--- config.mk ---
export PLATFORM = sky130hd
export DESIGN_NAME = rti_div_cell
export DESIGN_NICKNAME = d
export VERILOG_FILES = /design/src/design/rti_pkg.sv /design/src/design/rti_div_cell.sv
export SDC_FILE = /design/constraint.sdc
export NUM_CORES = 1
export LEC_CHECK = 0
export BUFFER_PORTS_ARGS = -buffer_cell sky130_fd_sc_hd__buf_2
export CAP_MARGIN = 10
export CORE_AREA = 2 2 218 220
export CTS_BUF_LIST = sky130_fd_sc_hd__clkbuf_4
export DETAILED_ROUTE_END_ITERATION = 16
export DIE_AREA = 0 0 220 222
export GPL_ROUTABILITY_DRIVEN = 0
export PLACE_DENSITY = 0.68
export SETUP_SLACK_MARGIN = 0.05
export SYNTH_ARGS = -nofsm -noshare
export SYNTH_HDL_FRONTEND = slang
export SYNTH_SLANG_ARGS = --single-unit
--- constraint.sdc ---
create_clock -name aclk -period 8.9 [get_ports aclk]
set_input_delay 0 -clock aclk [delete_from_list [all_inputs] [get_ports aclk]]
set_output_delay 0 -clock aclk [all_outputs]
set_load 0.01 [all_outputs]
--- src/design/rti_pkg.sv ---
`default_nettype none
package rti_pkg;
    localparam int CfgIdxW  = 3;
    localparam int CfgDataW = 31;
    localparam logic [CfgIdxW-1:0] REG_ORIGIN_X = 3'd0;
    localparam logic [CfgIdxW-1:0] REG_ORIGIN_Y = 3'd1;
    localparam logic [CfgIdxW-1:0] REG_ORIGIN_Z = 3'd2;
    localparam logic [CfgIdxW-1:0] REG_DIR_X    = 3'd3;
    localparam logic [CfgIdxW-1:0] REG_DIR_Y    = 3'd4;
    localparam logic [CfgIdxW-1:0] REG_DIR_Z    = 3'd5;
    localparam logic [CfgIdxW-1:0] REG_MIN_DET  = 3'd6;
    // quotient bits produced by the divider chain (u, v: 16, t: 22 + headroom)
    localparam int TFracBits  = 22;
    localparam int UvFracBits = 16;
    localparam int DivSteps   = 33;
    localparam int DenW       = 52;

    typedef struct packed {
        logic                 live;
        logic                 hit;
        logic                 tneg;
        logic                 tsat;
        logic [DenW-1:0]      den;
        logic [DenW:0]        rem_t;
        logic [DenW:0]        rem_u;
        logic [DenW:0]        rem_v;
        logic [DivSteps-1:0]  q_t;
        logic [UvFracBits:0]  q_u;
        logic [UvFracBits:0]  q_v;
    } div_word_t;
endpackage
`default_nettype wire

--- src/design/rti_div_cell.sv ---
`default_nettype none
module rti_div_cell #(
    parameter int STEP = 0
) (
    input  wire logic                 aclk,
    input  wire logic                 aresetn,
    input  wire logic                 en,
    input  wire rti_pkg::div_word_t   din,
    output rti_pkg::div_word_t        dout
);
    localparam int W = rti_pkg::DenW;
    rti_pkg::div_word_t word_next, dout_reg;
    logic [W:0] sh_t, sh_u, sh_v;

    always_comb begin
        word_next = din;
        sh_t = {din.rem_t[W-1:0], din.q_t[rti_pkg::DivSteps-1]};
        sh_u = {din.rem_u[W-1:0], 1'b0};
        sh_v = {din.rem_v[W-1:0], 1'b0};
        if (sh_t >= {1'b0, din.den}) begin
            word_next.rem_t = sh_t - {1'b0, din.den};
            word_next.q_t   = {din.q_t[rti_pkg::DivSteps-2:0], 1'b1};
        end else begin
            word_next.rem_t = sh_t;
            word_next.q_t   = {din.q_t[rti_pkg::DivSteps-2:0], 1'b0};
        end
        if (STEP < rti_pkg::UvFracBits) begin
            if (sh_u >= {1'b0, din.den}) begin
                word_next.rem_u = sh_u - {1'b0, din.den};
                word_next.q_u   = {din.q_u[rti_pkg::UvFracBits-1:0], 1'b1};
            end else begin
                word_next.rem_u = sh_u;
                word_next.q_u   = {din.q_u[rti_pkg::UvFracBits-1:0], 1'b0};
            end
            if (sh_v >= {1'b0, din.den}) begin
                word_next.rem_v = sh_v - {1'b0, din.den};
                word_next.q_v   = {din.q_v[rti_pkg::UvFracBits-1:0], 1'b1};
            end else begin
                word_next.rem_v = sh_v;
                word_next.q_v   = {din.q_v[rti_pkg::UvFracBits-1:0], 1'b0};
            end
        end
    end

    always_ff @(posedge aclk) begin
        if (!aresetn) begin
            dout_reg.live <= 1'b0;
        end else if (en) begin
            dout_reg <= word_next;
        end
    end
    assign dout = dout_reg;
endmodule
`default_nettype wire

# Word level (Yosys, flattened, before mapping)
# Index checks and enable logic that the tools add are counted.
# op_classes
addsub	3
n_lt_le_gt_ge	3
muxes	6
reduce_logical	1
# op_table
cell	n
$ge A53 B52 Y1	3
$mux W53	3
$sub A53 B52 Y53	3
$mux W1	3
$reduce_and A2 Y1	1
# word_totals
reg_bits	282
output_inout_bits	282

# Logic depth before layout (Yosys ltp)
# depth
depth_word	2
ltp_mapped	15

# Worst setup path after synthesis
# Ideal clock, no wire load.
# synth_path
kind	input port to flip-flop
startpoint	in en
endpoint	reg dout_reg, in the netlist dout[0] (enable)
setup_time_ns	0.677
arrival_ns	6.343
required_time_ns	8.223
path_slack_ns	1.880
path_stages	1
path_cell_list	and2_1
# synth_between
elab_chain_cells	1
# synth_lines
item	line_no	rtl
start: declaration	rti_div_cell.sv:7	input wire logic en,
$reduce_and A2 Y1 (no source line)	n/a	
end signal: assignment	rti_div_cell.sv:49	dout_reg <= word_next;
end: declaration	rti_div_cell.sv:12	rti_pkg::div_word_t word_next, dout_reg;
# Every way passes these cells.
# A chain may end at the register's enable or synchronous reset.

==> summary.md <==
| Metric | Value |
|---|---|
| Status | `finished, final reports clean` |
| RSZ-0062 raised after global routing | `false` |
| Pre-CTS setup slack | `4.04 ns` |
| Crit Path Class | `primary input to register` |
| Cell count after synthesis | `2009` |
| Largest net degree at the start of global routing | `143` |
| Post-synth cell types | `75` |
| CTS sink count | `282` |
| Worst path arrival time | `5.83 ns` |
| Leak Pwr | `12.6 nW` |
| Primary FF master, synth | `edfxtp_1` |
| Final Cycle Share | `59.6%` |
| Nature of the critical path startpoint | `primary input` |
| Reg-to-reg slack, setup | `7.73 ns` |
| GRT Total Usage | `31.5%` |
| Final hold vios | `0` |
| Syn_area_per_cell | `9.68 um^2` |
| Power, Total | `4.52 mW` |
| Total grt overflow | `0` |
| Count of final setup violators | `0` |
| First-pass GRT wire length | `118000 um` |
| Fin worst setup slack | `3.59 ns` |
| Die Area | `48800 um^2` |
| Min Tclk post-route | `5.31 ns` |
| Synth Register Bits | `282` |
| Peak VDD IR | `0.141 mV` |
| Non-filler cells, final | `3722` |
| Max reg flops | `282` |
| Routed Antenna Nets | `0` |
| Post-route setup TNS | `0 ns` |
| Rel. slew slack | `28.3%` |
| Hold Crit Class | `primary input to register` |
| Layout area overhead | `47.1%` |
| Max Slew Vio Count | `0` |
| CTS Buffer Depth | `3` |
| Post-DP HPWL | `55000 um` |
| Tightest Pin Transition | `1.07 ns` |
| Core ar. | `46300 um^2` |
| Crit-path max FO | `7` |
| DIE HEIGHT | `222 um` |
| Min-Delay Endpoint | `dout[227]` |
| Most frequent cells in the layout | `buf_2, dlygate4sd3_1, edfxtp_1` |
| Synthesized cell area | `19400 um^2` |
| Worst R2R Path Depth | `3` |
| Synth Net Count | `2453` |
| Hold path start | `din[227]` |
| Clock skew | `0 ns` |
| Nets | `3489` |
| 1st-iter DRT viols | `1824` |
| # resized after CTS | `0` |
| Vias per cell | `5.61` |
| CP endpoint kind | `register` |
| Level count of the clock H-tree | `3` |
| Ys async rst share | `0%` |
| Min-Delay Path Depth | `2` |
| I/O pins | `567` |
| Seq/Total Area, Yosys | `43.5%` |
| TritonCTS Buffers | `81` |
| Clock latency on the worst-skew pair | `0.82 ns` |
| YS warnings | `0` |
| Initial antenna violation count | `14` |
| TritonCTS clock tree | `done` |
| Vias in the first global route | `20600` |
| First-pass DRT Iterations | `7` |
| Port Buffers | `561` |
| Clock slew at reported path FFs | `0.06 ns` |
| Total Routed Length | `80000 um` |
| Residual DRC count | `0` |
| Most common cell after layout, fill and taps aside | `buf_2` |
| Pwr dens | `158 nW/um^2` |
| Max cap viols | `0` |
| Share of layout cells above drive strength 1 | `23.2%` |
| Reg-to-reg startpoint | `dout[281]` |
| Starting Density | `42.0%` |
| Die W | `220 um` |
| CP required | `9.42 ns` |
| Vias | `20900` |
| Root buf cell | `clkbuf_4` |
| Drt wl/cell | `21.5 um` |
| Num rows | `79` |
| Reg-to-Reg End | `dout[281]` |
| Cell total after placement | `3094` |
| Number of synthesized flops with an enable pin | `281` |
| FMAX | `0.188 GHz` |
## where the power goes
part,switching (mW),internal [mW],leakage [nW]
clock,0.646,0.734,0.637
sequential,0.0410,1.63,2.65
combinational,0.816,0.655,9.26
## cell usage after synthesis, types with 15 or more instances
cell type	number	share of area, %
nor2b_1	17	0.55
nand3_1	36	0.93
xor2_1	65	2.9
o21ai_0	125	3.2
o31ai_1	15	0.58
buf_2	15	0.39
o21bai_1	25	0.97
clkbuf_1	66	1.3
and2_1	20	0.64
ha_1	156	10
inv_1	90	1.7
a31oi_1	25	0.80
nor2_1	168	3.2
and3_1	19	0.61
xnor2_1	71	3.2
nor3_1	26	0.67
a21oi_1	237	6.1
edfxtp_1	281	43
a21o_1	99	3.8
nand4_1	42	1.4
nand2_1	180	3.5
o21a_1	28	1.1
## cells by family after synthesis
kind of cell	count (synthesis)	synth area share (%)
compound gates	662	21.3
xor+xnor	136	6.13
fa+ha+maj	159	10.4
buf+inv	183	3.81
flops	282	43.5
mux	27	1.53
simple gates	560	13.4
## through the flow
stage	util (%)	cell area, um^2	hold slack, ns
after global routing	61.8	28600	0.0293
final	61.8	28600	0.0791
after CTS	61.7	28600	0.00263
after detailed placement	49.1	22700	0.178
after global placement	49.1	22700	0.177
after floorplan	-	19400	0.0989
## area by class of cell
type | count | area (um^2)
fillers | 3649 | 17700
flip-flops and latches | 282 | 8460
well taps | 607 | 759
repair buffers | 1045 | 7640
diodes | 13 | 32.5
multi-input cells | 1544 | 10200
clock inverters | 27 | 256
clock buffers | 113 | 848
inverters | 91 | 342
## critical path, stage by stage
cell	delay (ns)
dlygate4sd3_1	0.53
buf_2	0.17
ha_1	0.22
fa_1	0.42
nor2b_1	0.25
o31ai_1	0.18
a21o_1	0.24
o311a_1	0.45
a2111oi_0	0.88
o21ai_0	0.50
o31ai_1	0.72
a211oi_1	0.24
xnor2_1	0.17
mux2_2	0.28
dlygate4sd3_1	0.57
## worst max-delay path by stage
stage	from	end	depth (start not counted)
finish	din[226]	dout[223]	15
global route	din[234]	dout[137]	16
CTS	din[234]	dout[137]	16
detailed placement	din[234]	dout[137]	14
global placement	din[236]	dout[137]	14
floorplan	en	dout[0]	1
## metal layers
layer  GRT usage (%)  share of wire (%)  vias to the layer above  routed length, um
met1            36.6                 38                     9755              30100
li1                -                  -                     9605                  -
met2            53.0                 48                     1242              38000
met3            6.56                8.5                      276               6770
met4            18.9                6.3                        2               5030
met5               0              0.014                        -                 11
## repair_timing
action                    CTS  global route
hold buffers              475             0
hold endpoints to repair  310             0
setup buffers               0             0
Note: power is estimated with default switching activity, not from simulation.
